[src/rtl/core/ale_pkg.sv]
package ale_pkg;

  // Operation applied to the entry cells
  typedef enum logic [1:0] {
    CELL_HOLD,
    CELL_INS,
    CELL_DEL,
    CELL_ROTL
  } cell_op_t;

endpackage

[src/rtl/core/ale_cmp.sv]
module ale_cmp #(
  parameter int W = 32
) (
  input  logic [W-1:0] a,
  input  logic [W-1:0] b,
  output logic [W-1:0] diff,
  output logic         ge,
  output logic         eq
);

  logic [W:0] wide;

  // One subtractor gives the difference and the borrow; equality is a separate compare
  assign wide = {1'b0, a} - {1'b0, b};
  assign diff = wide[W-1:0];
  assign ge   = ~wide[W];
  assign eq   = (a == b);

endmodule

[src/rtl/core/ale_cells.sv]
module ale_cells import ale_pkg::*; #(
  parameter int DEPTH      = 8,
  parameter int DATA_WIDTH = 32
) (
  input  logic                          clk,
  input  cell_op_t                      op,
  input  logic [$clog2(DEPTH)-1:0]      pos,
  input  logic [$clog2(DEPTH+1)-1:0]    cnt,
  input  logic [DATA_WIDTH-1:0]         din,
  output logic [DATA_WIDTH-1:0]         head,
  output logic [DATA_WIDTH-1:0]         sel
);

  localparam int CW = $clog2(DEPTH + 1);
  localparam int IW = $clog2(DEPTH);

  logic [DATA_WIDTH-1:0] e      [DEPTH];
  logic [DATA_WIDTH-1:0] e_next [DEPTH];
  logic [CW-1:0]         last;

  assign last = cnt - CW'(1);

  // At once, cells from pos go up (insert) or down (delete); rotate: left by one
  always_comb begin
    e_next = e;
    for (int i = 0; i < DEPTH; i++) begin
      case (op)
        CELL_INS: begin
          if (IW'(i) == pos) begin
            e_next[i] = din;
          end else if (IW'(i) > pos) begin
            e_next[i] = e[(i == 0) ? 0 : i - 1];
          end
        end
        CELL_DEL: begin
          if (IW'(i) >= pos && i < DEPTH - 1) begin
            e_next[i] = e[(i == DEPTH - 1) ? i : i + 1];
          end
        end
        CELL_ROTL: begin
          if (CW'(i) == last) begin
            e_next[i] = e[0];
          end else if (CW'(i) < last) begin
            e_next[i] = e[(i == DEPTH - 1) ? i : i + 1];
          end
        end
        default: begin
        end
      endcase
    end
  end

  always_ff @(posedge clk) begin
    e <= e_next;
  end

  assign head = e[0];
  assign sel  = e[pos];

endmodule

[src/rtl/core/array_list_engine_core.sv]
// Bounded ordered list of DEPTH signed words with one operation per beat.
// Accepts an item only when idle (item_stall low); the finished result sits in
// an output register, so the next item can be taken while it waits.
// Every item passes S_CHECK and S_FIN; on a nonempty list a search also passes
// S_SRCH, and a rotate S_DIV, S_STEPS and S_ROT (no S_ROT for a zero remainder).
// The single compare/subtract unit takes one division bit or one list element per
// cycle, and the cells turn the list by one per cycle.
// Entries are not cleared by reset; count, state and result_valid are.
module array_list_engine_core import ale_pkg::*; #(
  parameter int DEPTH      = 8,
  parameter int DATA_WIDTH = 32
) (
  input  logic               clk,
  input  logic               rst,
  input  logic               item_valid,
  output logic               item_stall,
  input  logic [2:0]         action,
  input  logic signed [31:0] value,
  input  logic [3:0]         position,
  input  logic [7:0]         rotate_amount,
  output logic               result_valid,
  input  logic               result_stall,
  output logic [2:0]         status,
  output logic signed [31:0] data,
  output logic [2:0]         found_index,
  output logic [3:0]         entry_count
);

  localparam int CW = $clog2(DEPTH + 1);
  localparam int IW = $clog2(DEPTH);
  localparam int UW = (DATA_WIDTH > 8) ? DATA_WIDTH : 8;

  typedef enum logic [2:0] {
    ACT_INS_FRONT = 3'd0,
    ACT_INS_BACK  = 3'd1,
    ACT_INS_AT    = 3'd2,
    ACT_DEL_FRONT = 3'd3,
    ACT_DEL_BACK  = 3'd4,
    ACT_DEL_AT    = 3'd5,
    ACT_SEARCH    = 3'd6,
    ACT_ROTATE    = 3'd7
  } act_t;

  typedef enum logic [2:0] {
    ST_OK       = 3'd0,
    ST_FULL     = 3'd1,
    ST_EMPTY    = 3'd2,
    ST_BADPOS   = 3'd3,
    ST_NOTFOUND = 3'd4
  } status_t;

  typedef enum logic [2:0] {
    S_IDLE,
    S_CHECK,
    S_SRCH,
    S_DIV,
    S_STEPS,
    S_ROT,
    S_FIN
  } state_t;

  state_t                state;
  act_t                  act;
  logic [DATA_WIDTH-1:0] key;
  logic [3:0]            pos_q;
  logic [7:0]            amt;
  logic [CW-1:0]         cnt;
  logic [CW-1:0]         idx;
  logic [7:0]            rem;
  logic [2:0]            bitn;
  logic [CW-1:0]         steps;
  status_t               st;
  logic [31:0]           dq;
  logic [CW-1:0]         fi;

  logic [7:0]            pe;
  logic [7:0]            trial;
  logic [UW-1:0]         ua;
  logic [UW-1:0]         ub;
  logic [UW-1:0]         u_diff;
  logic                  u_ge;
  logic                  u_eq;
  logic                  u_gt;
  logic                  is_ins;
  logic                  is_del;
  logic                  full;
  logic                  empty;
  cell_op_t              cop;
  logic [DATA_WIDTH-1:0] head;
  logic [DATA_WIDTH-1:0] sel;

  assign item_stall = (state != S_IDLE);
  assign is_ins = (act == ACT_INS_FRONT) || (act == ACT_INS_BACK) || (act == ACT_INS_AT);
  assign is_del = (act == ACT_DEL_FRONT) || (act == ACT_DEL_BACK) || (act == ACT_DEL_AT);
  assign full   = (cnt == CW'(DEPTH));
  assign empty  = (cnt == '0);
  assign u_gt   = u_ge && !u_eq;
  assign trial  = {rem[6:0], amt[bitn]};

  // Effective position of the operation
  always_comb begin
    case (act)
      ACT_INS_FRONT, ACT_DEL_FRONT: pe = '0;
      ACT_INS_BACK:                 pe = 8'(cnt);
      ACT_DEL_BACK:                 pe = 8'(cnt - CW'(1));
      default:                      pe = 8'(pos_q);
    endcase
  end

  // Operand select for the shared unit
  always_comb begin
    case (state)
      S_SRCH: begin
        ua = UW'(head);
        ub = UW'(key);
      end
      S_DIV: begin
        ua = UW'(trial);
        ub = UW'(cnt);
      end
      S_STEPS: begin
        ua = UW'(cnt);
        ub = UW'(rem);
      end
      default: begin
        ua = UW'(cnt);
        ub = UW'(pe);
      end
    endcase
  end

  ale_cmp #(.W(UW)) u_cmp (
    .a    (ua),
    .b    (ub),
    .diff (u_diff),
    .ge   (u_ge),
    .eq   (u_eq)
  );

  always_comb begin
    cop = CELL_HOLD;
    case (state)
      S_CHECK: begin
        if (is_ins && !full && u_ge) begin
          cop = CELL_INS;
        end else if (is_del && !empty && u_gt) begin
          cop = CELL_DEL;
        end
      end
      S_SRCH, S_ROT: cop = CELL_ROTL;
      default: cop = CELL_HOLD;
    endcase
  end

  ale_cells #(.DEPTH(DEPTH), .DATA_WIDTH(DATA_WIDTH)) u_cells (
    .clk  (clk),
    .op   (cop),
    .pos  (pe[IW-1:0]),
    .cnt  (cnt),
    .din  (key),
    .head (head),
    .sel  (sel)
  );

  always_ff @(posedge clk) begin
    if (rst) begin
      state        <= S_IDLE;
      result_valid <= 1'b0;
      cnt          <= '0;
    end else begin
      if (result_valid && !result_stall) begin
        result_valid <= 1'b0;
      end
      case (state)
        S_IDLE: begin
          if (item_valid) begin
            act   <= act_t'(action);
            key   <= DATA_WIDTH'($unsigned(value));
            pos_q <= position;
            amt   <= rotate_amount;
            state <= S_CHECK;
          end
        end
        S_CHECK: begin
          dq    <= '0;
          fi    <= '0;
          st    <= ST_OK;
          state <= S_FIN;
          if (is_ins) begin
            if (full) begin
              st <= ST_FULL;
            end else if (!u_ge) begin
              st <= ST_BADPOS;
            end else begin
              cnt <= cnt + CW'(1);
            end
          end else if (is_del) begin
            if (empty) begin
              st <= ST_EMPTY;
            end else if (!u_gt) begin
              st <= ST_BADPOS;
            end else begin
              cnt <= cnt - CW'(1);
              dq  <= 32'($signed(sel));
            end
          end else if (empty) begin
            st <= ST_EMPTY;
          end else if (act == ACT_SEARCH) begin
            st    <= ST_NOTFOUND;
            idx   <= '0;
            state <= S_SRCH;
          end else begin
            rem   <= '0;
            bitn  <= 3'd7;
            state <= S_DIV;
          end
        end
        S_SRCH: begin
          // Head is compared while the list turns left; a full turn restores it
          if (u_eq && st == ST_NOTFOUND) begin
            st <= ST_OK;
            fi <= idx;
          end
          idx <= idx + CW'(1);
          if (idx + CW'(1) == cnt) begin
            state <= S_FIN;
          end
        end
        S_DIV: begin
          // Restoring remainder, one amount bit per cycle
          rem  <= u_ge ? u_diff[7:0] : trial;
          bitn <= bitn - 3'd1;
          if (bitn == 3'd0) begin
            state <= S_STEPS;
          end
        end
        S_STEPS: begin
          // Right by r equals left by count - r
          steps <= u_diff[CW-1:0];
          state <= (rem == '0) ? S_FIN : S_ROT;
        end
        S_ROT: begin
          steps <= steps - CW'(1);
          if (steps == CW'(1)) begin
            state <= S_FIN;
          end
        end
        S_FIN: begin
          if (!result_valid || !result_stall) begin
            status       <= st;
            data         <= dq;
            found_index  <= 3'(fi);
            entry_count  <= 4'(cnt);
            result_valid <= 1'b1;
            state        <= S_IDLE;
          end
        end
        default: state <= S_IDLE;
      endcase
    end
  end

  a_cnt_range: assert property (@(posedge clk) disable iff (rst)
    cnt <= CW'(DEPTH))
    else $error("entry count above depth");

  a_div_rem: assert property (@(posedge clk) disable iff (rst)
    state == S_DIV |-> rem < 8'(cnt))
    else $error("remainder not below count");

  a_rot_steps: assert property (@(posedge clk) disable iff (rst)
    state == S_ROT |-> (steps != '0) && (steps < cnt))
    else $error("rotation step count out of range");

  a_full_count: assert property (@(posedge clk) disable iff (rst)
    result_valid && status == ST_FULL |-> entry_count == 4'(DEPTH))
    else $error("full status with list not full");

  a_data_ok: assert property (@(posedge clk) disable iff (rst)
    result_valid && data != '0 |-> status == ST_OK)
    else $error("nonzero data on failed operation");

endmodule
[config.mk]
export PLATFORM = sky130hd
export DESIGN_NAME = array_list_engine_core
export DESIGN_NICKNAME = d
export VERILOG_FILES = /design/src/rtl/core/ale_pkg.sv /design/src/rtl/core/ale_cmp.sv /design/src/rtl/core/ale_cells.sv /design/src/rtl/core/array_list_engine_core.sv
export SDC_FILE = /design/constraint.sdc
export NUM_CORES = 1
export LEC_CHECK = 0
export ABC_AREA = 0
export BUFFER_PORTS_ARGS = -buffer_cell sky130_fd_sc_hd__buf_2
export CAP_MARGIN = 30
export CORE_MARGIN = 5
export CORE_UTILIZATION = 30
export CTS_BUF_LIST = sky130_fd_sc_hd__clkbuf_8 sky130_fd_sc_hd__clkbuf_16
export DETAILED_ROUTE_END_ITERATION = 10
export SYNTH_ARGS = -nofsm -noshare
export SYNTH_HDL_FRONTEND = slang
export SYNTH_SLANG_ARGS = --single-unit
[constraint.sdc]
create_clock -name clk -period 7.05 [get_ports clk]
set_input_delay 0.3525 -clock clk [delete_from_list [all_inputs] [get_ports clk]]
set_output_delay 0.3525 -clock clk [all_outputs]
set_load 0.05 [all_outputs]
Word level (Yosys, flattened, before mapping). Cells that the tools add are included.

Bits in registers: 410. Output and inout port bits: 44.

$add $sub $neg: 7. Magnitude comparators: 23. Equal/unequal tests: 72. Multiplexer cells: 105. Bitwise operators: 5. Reductions and logical operators: 52.

Operator list (count): 32-bit 2-to-1 mux (39); 32-bit one-hot mux with 3 select lines (8); 32-bit one-hot mux with 2 select lines (2); 32-bit binary-select mux with 3-bit select (1); 3-bit 2-to-1 mux (18); 4-bit 2-to-1 mux (10); 8-bit 2-to-1 mux (5); 3-bit by 1-bit inequality test with 1-bit output, second input constant (13); 32-bit by 32-bit subtractor with 33-bit output (1); 32-bit == test (1); 2-bit inequality test, second input constant (15); 8-bit one-hot mux with 3 select lines (1); 4-bit AND reduction (6); 3-bit == test, second input constant (7); 3-bit one-hot mux with 7 select lines (1); 2-bit by 1-bit inequality test with 1-bit output, second input constant (10); 3-bit one-hot mux with 2 select lines (3); 6-bit AND reduction (3); 3-bit by 4-bit == test with 1-bit output, first input constant (4); 4-bit one-hot mux with 2 select lines (2); 8-bit one-hot mux with 2 select lines (1); 2-bit 2-to-1 mux (7); 3-bit by 2-bit == test with 1-bit output, second input constant (4); 3-bit == test, first input constant (4); 43 further kinds (98).

Depth between registers and ports, before layout. Gate-level depths: netlist of the first run.

Depth after elaboration: 14. Depth in mapped cells: 22. Gate-level depth less buffers: 15.

Cells and area by module. From an unflattened synthesis of the first run, not the netlist that was laid out.

Cell total of the unflattened synthesis: 2496. Area, all modules: 25301.8 um2.

By module, submodules not included: ale_cells (instances 1, cells each 1690, area an instance 16525.8 um2); array_list_engine_core (instances 1, cells each 505, area an instance 6695.2 um2); ale_cmp (instances 1, cells each 301, area an instance 2080.7 um2).

Worst setup path after synthesis of the first run. Ideal clock, no wire load.

Path type: reg2reg. From: register cnt[0]. To: register u_cells.e[32] (netlist bit) (enable). Arrival: 6.389 ns. Data required time: 6.580 ns. Path slack: 0.191 ns. Cell stages (with the launch flop): 18. Buffers on the path: 3. Path through: dfxtp_1 > buf_2 > inv_1 > ha_1 > buf_2 > nor2b_1 > nand2_1 > o311ai_0 > o221ai_1 > ha_1 > a211oi_1 > o21bai_1 > o21bai_1 > a31oi_4 > nor2_1 > clkbuf_1 > nor2_1 > a211oi_1.

Word-level cells in the longest chain between the ends: 13.

Ends and longest elaborated chain: start, declared (line array_list_engine_core.sv:67) `logic [CW-1:0] cnt;`; start signal, assigned (line array_list_engine_core.sv:195) `cnt <= cnt + CW'(1);`; start signal, assigned (line array_list_engine_core.sv:203) `cnt <= cnt - CW'(1);`; 4-bit by 1-bit subtractor with 5-bit output (line array_list_engine_core.sv:105) `ACT_DEL_BACK: pe = 8'(cnt - CW'(1));`; 8-bit one-hot mux with 3 select lines (line array_list_engine_core.sv:102) `case (act)`; 32-bit one-hot mux with 3 select lines (line array_list_engine_core.sv:112) `case (state)`; 32-bit by 32-bit subtractor with 33-bit output or 32-bit == test (tied branches) (line ale_cmp.sv:14, ale_cmp.sv:17); 1-bit NOT or 1-bit zero test (tied branches) (line ale_cmp.sv:16, array_list_engine_core.sv:97); 1-bit logical AND (line array_list_engine_core.sv:97) `assign u_gt = u_ge && !u_eq;`; 1-bit logical AND (line array_list_engine_core.sv:146) `end else if (is_del && !empty && u_gt) begin`; 2-bit 2-to-1 mux (line array_list_engine_core.sv:146); 2-bit 2-to-1 mux (line array_list_engine_core.sv:144) `if (is_ins && !full && u_ge) begin`; 2-bit one-hot mux with 2 select lines (line array_list_engine_core.sv:142) `case (state)`; 2-bit == test or 2-bit by 1-bit == test with 1-bit output (tied branches) (line ale_cells.sv:27) `case (op)`; 3-bit by 1-bit inequality test with 1-bit output (no source line) (tied with other cells); 4-bit AND reduction (no source line) *; end signal, assigned (line ale_cells.sv:54) `e <= e_next;`; end, declared (line ale_cells.sv:17) `logic [DATA_WIDTH-1:0] e [DEPTH];`.

Mark *: on every way between the ends. The rest lies on a longest branch, timed or not. A chain may end at the register's enable or synchronous reset.

==> results.md, run 1 <==
* Die area at approximately 87000 um2
* Detailed-route vias per instance at roughly 6.2
* Nets@finish at 2350
* Largest area contributor in the netlist: edfxtp_1
* Post-Synthesis Net Count at roughly 2300
* Area of the multi-input gates at 11210 um2
* Post-synth EDFFs at 402
* Slew Limit Fails at 0
* RePlAce Congestion at roughly 0.89
* DP Worst Slack at 0.6815 ns
* Share of cells above drive strength 1 at 0.1391
* Max stage delay cell, worst path: buf_4
* Skew final at 0.03600 ns
* Crit start category: flop
* MaxCap Viol Count at 0
* CP required at 7.47 ns
* Synthesized area at 24260 um2
* Asr flop ratio synth at 0
* Cell variety after synth at 73
* Syn Inst Count at 2230
* Top cells by area, synth: edfxtp_1 50%, a221o_1 5.3%, a22o_1 5.1%
* Post-synth top cells: 402 x edfxtp_1, 174 x nand2_1, 162 x o21ai_0
* H-tree depth at 2
* Fillers at ~8000
* FF/Latch Area at 12230 um2
* Period utilization at 0.8607
* Yosys reg bits at 410
* Max Freq at 164.8 MHz
* DRT antenna net count at 0
* Bufs and invs on worst path at 4
* Setup_tns at 0 ns
* Count leader, synth: edfxtp_1
* CP Class: flop to flop
* Dpl hpwl at 51.50 mm
* Grt ovf at 0
* Setup Viol. Count Final at 0
* Worst relative slew slack at 0.2884
* First-pass GRT wire length at between 100 and 150 mm
* Worst skew pair latency at 0.61 ns
* Pin count of the biggest net entering global routing at between 150 and 200
* Pwr Total at 14.12 mW
* Worst path max stage delay at 0.74 ns
* Aggregate routed wire length at between 80 and 90 mm
* First-pass DRT Iterations at 6
* Leakage at between 9 and 10 nW
* Worst reg-to-reg setup slack at 0.98 ns
* Final worst path period need at 6.068 ns
* Antenna violations before repair at 0
* Register area share after synthesis at 0.5042
* Post-CTS Setup Inserts at 0
* Slew of the pin with the lowest slew margin at 1.060 ns
* Top cell type's share of synthesized area at 0.4976
* Post-DR wirelength/cell at approximately 25 um
* Area Growth Syn to Fin at 15.29%
* Cts bufs inserted at between 40 and 50
* Power Density at 504.8 nW/um2
* Critical Path, Cell by Cell: inv_1 -> ha_1 -> nor2b_1 -> nand2_1 -> o311ai_0 -> clkbuf_2 -> o221ai_1 -> ha_1 -> a211oi_1 -> o21bai_1 -> o21bai_1 -> a31oi_4 -> o211ai_4 -> buf_4 -> buf_4 -> a21oi_1 -> a21oi_1
* Diode count at 0
* Row cnt at 104
* Data arrival, critical path at 6.49 ns
* Drc violations at 0
* Vias in the first global route at 20430
* CP Max Fanout at 67
* Initial Util at 0.3017
* HP Class: input pin to flop
* Total number of vias at about 21000
* Max Root-Sink Buffers at 3
* Num ports at 95
* # clock sinks at 410
* DRT iter0 DRCs at 2612
* RSZ-0062 raised after global routing: false
* Yosys warns at 0
* Syn_area_per_cell at between 10 and 15 um2
* Prevailing post-synth register cell: edfxtp_1
* Final hold violation count at 0
* Worst-path clk slew at around 0.07 ns
* Fin worst setup slack at 0.9818 ns
* CP top delay family: compound AO/OA/AOI/OAI gates
* Max VDD drop at 0.3775 mV
* CTS tree: done
* Status: finished, final reports clean
* Core Box Area at 80420 um2
* Clock root buffer: clkbuf_16
* Die Y at 294.4 um
* GRT Util Overall at 0.1879
* Endpoint class of the critical path: flop
* IO buf count at 94
* DIE WIDTH at 294.4 um
==> per-stage QoR <==
step / cells / hold WS (ns) / area (um2) / utilization
2_1_floorplan: 2230 / 0.4003 / 24260 / -
3_3_place_gp: 3215 / 0.4034 / 25780 / 0.3205
3_5_place_dp: 3218 / 0.4054 / 25850 / 0.3215
4_1_cts: 3351 / 0.03167 / 27930 / 0.3473
5_1_grt: 3354 / 0.05726 / 27970 / 0.3478
6_report: 3354 / 0.06423 / 27970 / 0.3478
==> metal layers <==
metal / vias to the layer above / global-route usage / wire (um)
met5: - / 0 / 0
met4: 0 / 0.08211 / 4015
met3: 273 / 0.03617 / 8604
met2: 1446 / 0.3060 / 39370
met1: 10120 / 0.2443 / 33370
li1: 9023 / - / -
==> worst min-delay path, stage by stage <==
cell and delay (ns):
buf_2 0.11, nand2_1 0.07, a21oi_1 0.06
==> registers in the layout, indices dropped and copies added, names as in the netlist, 8 cells and up <==
register	flops
amt	8
data	32
dq	32
key	32
rem	8
u_cells.e	224
u_cells.head	32
==> path summary, 6_finish.rpt <==
| kind | from | to | cells after the start |
|---|---|---|---|
| setup / recovery | cnt[0] | u_cells.e[71] | 17 |
| hold / removal | result_stall | result_valid | 3 |
| setup reg to reg | cnt[0] | u_cells.e[71] | 17 |
| hold reg to reg | dq[1] | data[1] | 0 |
==> cell type report <==
class | instances | share of cell area
Sequential cell | 410 | 0.4374
Timing Repair Buffer | 210 | 0.05512
Multi-Input combinational cell | 1573 | 0.4007
Tap cell | 1060 | 0.04742
Clock buffer | 47 | 0.04205
Clock inverter | 39 | 0.01530
Inverter | 15 | 0.002013
==> timing repair <==
item	CTS	global route
hold endpoints to repair	47	0
hold buffers	47	0
resized for setup	0	0
==> cells by family after synthesis <==
family,Yosys count,share of synthesized area
flops,410,0.5042
compound gates,875,0.2668
buf+inv,247,0.04389
mux,128,0.05596
simple gates,509,0.1003
fa+ha+maj,42,0.02197
xor+xnor,19,0.006860
==> cell usage in the layout (no fill, tap or decap), drive strengths merged, types with 8 or more instances in the layout <==
cell type	n
nand3	142
dlygate4sd3	47
nor3	14
buf	162
nand2	174
a22o	140
a41oi	17
o21ai	191
xnor2	14
clkinv	21
ha	41
a221o	129
o2bb2ai	65
nor2b	12
a221oi	19
a21oi	133
nand4	10
mux2	38
edfxtp	402
clkbuf	48
mux2i	88
inv	22
a22oi	112
dfxtp	8
a31oi	14
a211oi	9
nor2	88
bufinv	9
and3	42
==> where the power goes <==
part | internal (mW) | total [mW] | switching, mW
clock network | 1.55 | 2.60 | 1.06
logic | 2.47 | 6.41 | 3.94
registers | 4.14 | 5.11 | 0.968
total | 8.15 | 14.1 | 5.96
(Power assumes the default switching activity.)
==> inputs of run 2 (changes only) <==
Settings changed: PLACE_DENSITY set to 0.43.
==> results.md, run 2 (synthesis results as in run 1) <==
* Status: finished, final reports clean (unchanged)
* Nets@finish at 2357 (was 2350)
* Max reg flops at 224 (unchanged)
* Commonest non-fill, non-tap cell in the layout: edfxtp_1 (unchanged)
* DIE WIDTH at 294.4 um (unchanged)
* M1 GR Usage at 0.3043 (was 0.2443)
* Area Growth Syn to Fin at 15.78% (was 15.29%)
* Pin count of the biggest net entering global routing at 82 (was 168)
* Met2 usage at 0.3320 (was 0.3060)
* Total number of vias at 20640 (was 20870)
* Slew of the pin with the lowest slew margin at 1.048 ns (was 1.060 ns)
* Slew Limit Fails at 0 (unchanged)
* Diode count at 0 (unchanged)
* HP Class: input pin to flop (unchanged)
* Max VDD drop at 0.2365 mV (was 0.3775 mV)
* Die Y at 294.4 um (unchanged)
* Vias in the first global route at 19980 (was 20430)
* Hold slack at 0.1571 ns (was 0.06423 ns)
* Worst skew pair latency at 0.60 ns (was 0.61 ns)
* Data arrival, critical path at 6.19 ns (was 6.49 ns)
* First-pass DRT Iterations at 6 (unchanged)
* Core Box Area at 80420 um2 (unchanged)
* Leakage at 9.695 nW (was 9.648 nW)
* DRT iter0 DRCs at 2534 (was 2612)
* Row cnt at 104 (unchanged)
* Fillers at 8019 (was 7905)
* Max Freq at 174.1 MHz (was 164.8 MHz)
* Worst-path clk slew at 0.06 ns (was 0.07 ns)
* Setup_tns at 0 ns (unchanged)
* FF/Latch Area at 12230 um2 (unchanged)
* Period utilization at 0.8148 (was 0.8607)
* Area of the multi-input gates at 11230 um2 (was 11210 um2)
* Dpl hpwl at 57.79 mm (was 51.50 mm)
* Grt peak-use layer: met2 (unchanged)
* Crit start category: flop (unchanged)
* Detailed-route vias per instance at 6.136 (was 6.221)
* DP Worst Slack at 1.432 ns (was 0.6815 ns)
* RSZ-0062 raised after global routing: false (unchanged)
* Fin worst setup slack at 1.306 ns (was 0.9818 ns)
* Clock root buffer: clkbuf_16 (unchanged)
* CP Class: flop to flop (unchanged)
* Layout Utilization at 0.3493 (was 0.3478)
* H-tree depth at 2 (unchanged)
* CP Max Fanout at 45 (was 67)
* Largest register by flop count: u_cells.e (unchanged)
* Die area at 86650 um2 (unchanged)
* Setup Viol. Count Final at 0 (unchanged)
* Initial Util at 0.3017 (unchanged)
* MaxCap Viol Count at 0 (unchanged)
* Antenna violations before repair at 0 (unchanged)
* IO buf count at 94 (unchanged)
* Max Root-Sink Buffers at 3 (unchanged)
* Drc violations at 0 (unchanged)
* Final hold violation count at 0 (unchanged)
* # clock sinks at 410 (unchanged)
* Post-CTS Setup Inserts at 0 (unchanged)
* Worst relative slew slack at 0.2991 (was 0.2884)
* Post-DR wirelength/cell at 28.77 um (was 25.45 um)
* Most frequent cells in the layout: 402 x edfxtp_1, 168 x nand2_1, 162 x o21ai_0, 142 x nand3_1, 140 x a22o_1 (was 402 x edfxtp_1, 172 x nand2_1, 162 x o21ai_0, 142 x nand3_1, 140 x a22o_1)
* Cts bufs inserted at 51 (was 47)
* GR met3 Demand/Resource at 0.03617 (unchanged)
* Grt ovf at 0 (unchanged)
* RePlAce Congestion at 0.8420 (was 0.8875)
* DRT antenna net count at 0 (unchanged)
* Final worst path period need at 5.744 ns (was 6.068 ns)
* Num ports at 95 (unchanged)
* Placed cell area at 25970 um2 (was 25850 um2)
* Skew final at 0.01473 ns (was 0.03600 ns)
* Aggregate routed wire length at 96.75 mm (was 85.35 mm)
* CTS tree: done (unchanged)
* Share of cells above drive strength 1 at 0.1420 (was 0.1391)
* GRT Util Overall at 0.2137 (was 0.1879)
* Endpoint class of the critical path: flop (unchanged)
* CP required at 7.49 ns (was 7.47 ns)
* Design Area, Final at 28090 um2 (was 27970 um2)
* First-pass GRT wire length at 139.7 mm (was 127.5 mm)
* Power Density at 511.2 nW/um2 (was 504.8 nW/um2)
run 2: changes by cell type in the layout (fill, tap and decap cells not counted), sizes merged:
cell	before	now
bufinv	9	4
dlygate4sd3	47	48
inv	22	25
buf	162	165
clkinv	21	20
clkbuf	48	57
clkinvlp	2	1
run 2: worst paths after layout:
path / end / from / cells past startpoint / slack [ns]
setup / recovery: u_cells.e[65] / cnt[0] / 17 / 1.31
hold / removal: result_valid / rst / 2 / 0.16
setup reg to reg: u_cells.e[65] / cnt[0] / 17 / 1.31
hold reg to reg: data[22] / dq[22] / 0 / 0.41
run 2: worst max-delay path: stages, from the launching register on:
cell      delay (ns)
dfxtp_1         0.46
inv_1           0.21
ha_1            0.39
nor2b_1         0.42
nand2_1         0.25
o311ai_0        0.39
buf_4           0.21
o221ai_1        0.13
ha_1            0.38
a211oi_1        0.28
o21bai_1        0.11
o21bai_1        0.23
a31oi_4         0.19
o211ai_4        0.42
buf_4           0.52
buf_4           0.60
a21oi_1         0.14
a21oi_1         0.17
run 2: stage by stage:
step / instances / total power [mW]
after global routing: 3363 / 15.13
after detailed placement: 3223 / 11.64
after floorplan: 2230 / 9.280
after CTS: 3363 / 14.33
after global placement: 3219 / 11.52
final: 3363 / 14.36
run 2: what timing repair did:
item / CTS / global route
resized for setup: 0 / 0
endpoints found under the hold margin: 48 / 0
hold buffers: 48 / 0
run 2: power breakdown:
part           switching, mW  leakage, nW  internal [mW]
clock                   1.07        0.842           1.53
sequential              1.00         3.75           4.14
combinational           4.11         5.11           2.50
run 2: layout make-up:
cell class / count / share of cell area
flip-flops and latches: 410 / 0.4355
multi-input cells: 1573 / 0.3998
repair buffers: 213 / 0.05738
clock buffers: 57 / 0.04918
well taps: 1060 / 0.04722
clock inverters: 35 / 0.008909
inverters: 15 / 0.002005
run 2: routing by layer:
| metal | vias to the layer above | share of wire |
|---|---|---|
| met5 | - | 0 |
| met4 | 0 | 0.034 |
| met3 | 200 | 0.074 |
| met2 | 1010 | 0.45 |
| met1 | 10380 | 0.45 |
| li1 | 9044 | - |
==> inputs of run 3 (changes only) <==
Settings changed: ABC_AREA 0 to 1.
Clock period 7.05 ns to 4.7 ns, I/O delays scaled along.
==> results.md, run 3 <==
* Largest register by flop count: u_cells.e (unchanged)
* Worst-path clk slew at 0.06 ns (about the same)
* Final worst path period need at 4.223 ns (was 5.744 ns)
* MaxCap Viol Count at 0 (unchanged)
* Yosys warns at 0 (unchanged)
* Top cell by count, worst path: nand2_1 (was buf_4)
* Top cells by area, synth: edfxtp_1 47%, nand2_1 20%, o21ai_0 5.5% (was edfxtp_1 50%, a221o_1 5.3%, a22o_1 5.1%)
* Die Y at 302.9 um (was 294.4 um)
* DIE WIDTH at 302.9 um (was 294.4 um)
* Fin worst setup slack at 0.4768 ns (was 1.306 ns)
* Most frequent cells in the layout: 1380 x nand2_1, 402 x edfxtp_1, 285 x o21ai_0, 211 x nand3_1, 206 x inv_1 (was 402 x edfxtp_1, 168 x nand2_1, 162 x o21ai_0, 142 x nand3_1, 140 x a22o_1)
* GRT Util Overall at 0.2165 (was 0.2137)
* Grt ovf at 0 (unchanged)
* Design Area, Final at 29970 um2 (was 28090 um2)
* Area Growth Syn to Fin at 16.46% (was 15.78%)
* Crit start category: flop (unchanged)
* Count leader, synth: nand2_1 (was edfxtp_1)
* Vias in the first global route at 22610 (was 19980)
* Syn Inst Count at 3357 (was 2230)
* CP Class: flop to flop (unchanged)
* Clock root buffer: clkbuf_16 (unchanged)
* RePlAce Congestion at 0.8460 (was 0.8420)
* Slew Limit Fails at 0 (unchanged)
* CTS tree: done (unchanged)
* Worst path max stage delay at 0.40 ns (was 0.60 ns)
* Die area at 91750 um2 (was 86650 um2)
* CP required at 4.97 ns (was 7.49 ns)
* Num ports at 95 (unchanged)
* Pin count of the biggest net entering global routing at 173 (was 82)
* Pwr Total at 22.37 mW (was 14.36 mW)
* CP Max Fanout at 16 (was 45)
* Endpoint class of the critical path: flop (unchanged)
* Yosys reg bits at 410 (unchanged)
* Final hold violation count at 0 (unchanged)
* Aggregate routed wire length at 101.1 mm (was 96.75 mm)
* HP Class: input pin to flop (unchanged)
* DRT antenna net count at 0 (unchanged)
* Slew of the pin with the lowest slew margin at 0.9361 ns (was 1.048 ns)
* Initial Util at 0.3023 (was 0.3017)
* Worst skew pair latency at 0.62 ns (was 0.60 ns)
* # clock sinks at 410 (unchanged)
* H-tree depth at 2 (unchanged)
* Detailed-route vias per instance at 5.171 (was 6.136)
* Bufs and invs on worst path at 5 (was 4)
* Total number of vias at 23860 (was 20640)
* Cts bufs inserted at 55 (was 51)
* Leakage at 12.13 nW (was 9.695 nW)
* Drc violations at 0 (unchanged)
* RSZ-0062 raised after global routing: false (unchanged)
* Placed cell area at 27830 um2 (was 25970 um2)
* Antenna violations before repair at 5 (was 0)
* Cell variety after synth at 44 (was 73)
* Syn_area_per_cell at 7.667 um2 (was 10.88 um2)
* Status: finished, final reports clean (unchanged)
* First-pass GRT wire length at 149.9 mm (was 139.7 mm)
* Largest area contributor in the netlist: edfxtp_1 (unchanged)
* Post-synth EDFFs at 402 (unchanged)
* Max Freq at 236.8 MHz (was 174.1 MHz)
* Max reg flops at 224 (unchanged)
* IO buf count at 94 (unchanged)
* Setup Viol. Count Final at 0 (unchanged)
* Skew final at 0.02169 ns (was 0.01473 ns)
* Commonest non-fill, non-tap cell in the layout: nand2_1 (was edfxtp_1)
* Max stage delay cell, worst path: ha_1 (was buf_4)
* Critical Path, Cell by Cell: inv_1 -> ha_1 -> inv_1 -> nor2_1 -> inv_1 -> nor2_1 -> inv_1 -> o21ai_0 -> o21ai_0 -> ha_1 -> nand2_1 -> nor2_1 -> nand3_1 -> nand2_1 -> nand2_1 -> nand2_1 -> nand2_1 -> nand2_1 -> nand4_2 -> nand3_2 -> nand2_1 -> nor2_4 -> buf_4 (was inv_1 -> ha_1 -> nor2b_1 -> nand2_1 -> o311ai_0 -> buf_4 -> o221ai_1 -> ha_1 -> a211oi_1 -> o21bai_1 -> o21bai_1 -> a31oi_4 -> o211ai_4 -> buf_4 -> buf_4 -> a21oi_1 -> a21oi_1)
* Period utilization at 0.8986 (was 0.8148)
* Max VDD drop at 0.4995 mV (was 0.2365 mV)
* Register area share after synthesis at 0.4753 (was 0.5042)
* Prevailing post-synth register cell: edfxtp_1 (unchanged)
* Core Box Area at 85150 um2 (was 80420 um2)
* Post-Synthesis Net Count at 3450 (was 2323)
* First-pass DRT Iterations at 6 (unchanged)
* Row cnt at 107 (was 104)
* FF-to-FF Start: cnt[1] (was cnt[0])
* Asr flop ratio synth at 0 (unchanged)
* Power Density at 746.4 nW/um2 (was 511.2 nW/um2)
* Setup_tns at 0 ns (unchanged)
* Top cell type's share of synthesized area at 0.4690 (was 0.4976)
* Data arrival, critical path at 4.50 ns (was 6.19 ns)
* Synthesized area at 25740 um2 (was 24260 um2)
* Nets@finish at 3521 (was 2357)
* Post-synth top cells: 1384 x nand2_1, 402 x edfxtp_1, 285 x o21ai_0 (was 402 x edfxtp_1, 174 x nand2_1, 162 x o21ai_0)
* HP Start: item_valid (was rst)
* Post-DR wirelength/cell at 21.92 um (was 28.77 um)
* Dpl hpwl at 61.90 mm (was 57.79 mm)
* Crit. Startpoint: cnt[1] (was cnt[0])
* CP top delay family: simple AND/OR/NAND/NOR gates (was compound AO/OA/AOI/OAI gates)
* Max Root-Sink Buffers at 3 (unchanged)
* DRT iter0 DRCs at 2327 (was 2534)
* DP Worst Slack at 0.4534 ns (was 1.432 ns)
* Share of cells above drive strength 1 at 0.09455 (was 0.1420)
* Worst relative slew slack at 0.3744 (was 0.2991)
==> run 3: worst reg2reg max path, delay by kind of cell, from the launching register on <==
kind / cells / cell delay, ns
buffers and inverters: 5 / 0.78
DFF: 1 / 0.31
AOI/OAI and AO/OA: 2 / 0.52
and+or+nand+nor: 14 / 1.68
adders and majority gates: 2 / 0.60
==> run 3: final timing paths <==
check                    to  slack [ns]  cells past startpoint
max          u_cells.e[212]        0.48                     23
min                pos_q[0]        0.14                      3
max reg2reg  u_cells.e[212]        0.48                     23
min reg2reg  found_index[1]        0.42                      0
==> run 3: kinds of logic after synthesis <==
| family | Yosys count | share of synthesized area |
|---|---|---|
| adder cells (fa/ha/maj) | 42 | 0.02071 |
| AO/OA/AOI/OAI | 713 | 0.1594 |
| buffers and inverters | 432 | 0.07020 |
| AND/OR/NAND/NOR | 1745 | 0.2694 |
| flip-flops | 410 | 0.4753 |
| XOR/XNOR | 15 | 0.005105 |
==> run 3: area by class of cell <==
class | count | area [um2]
Clock buffer | 57 | 1426
Timing Repair Buffer | 231 | 1989
Fill cell | 9131 | 55170
Multi-Input combinational cell | 2515 | 11860
Tap cell | 1144 | 1431
Antenna cell | 1 | 2.502
Sequential cell | 410 | 12230
Inverter | 215 | 817.0
Clock inverter | 41 | 212.7
==> run 3: routing by layer <==
metal,routed length (um),vias up,global-route usage
li1,-,11550,-
met1,47640,11380,0.3182
met2,44740,813,0.3410
met3,6968,119,0.03363
met4,1771,2,0.04099
met5,11,-,0
==> run 3: timing repair <==
action	4_1_cts	5_1_grt
endpoints found under the setup margin	0	126
buffers inserted	0	0
endpoints found under the hold margin	53	0
gates resized for setup	0	1
hold buffers	50	0
==> run 3: per-stage QoR <==
step,instances,util,hold slack (ns)
2_1_floorplan,3357,-,0.3339
3_3_place_gp,4463,0.3261,0.4026
3_5_place_dp,4465,0.3268,0.4045
4_1_cts,4613,0.3519,0.1051
5_1_grt,4613,0.3520,0.1234
6_report,4614,0.3520,0.1448
==> run 3: power breakdown <==
part           switching, mW  internal [mW]
sequential              1.16           6.32
clock                   1.71           2.22
combinational           7.61           3.36
total                   10.5           11.9
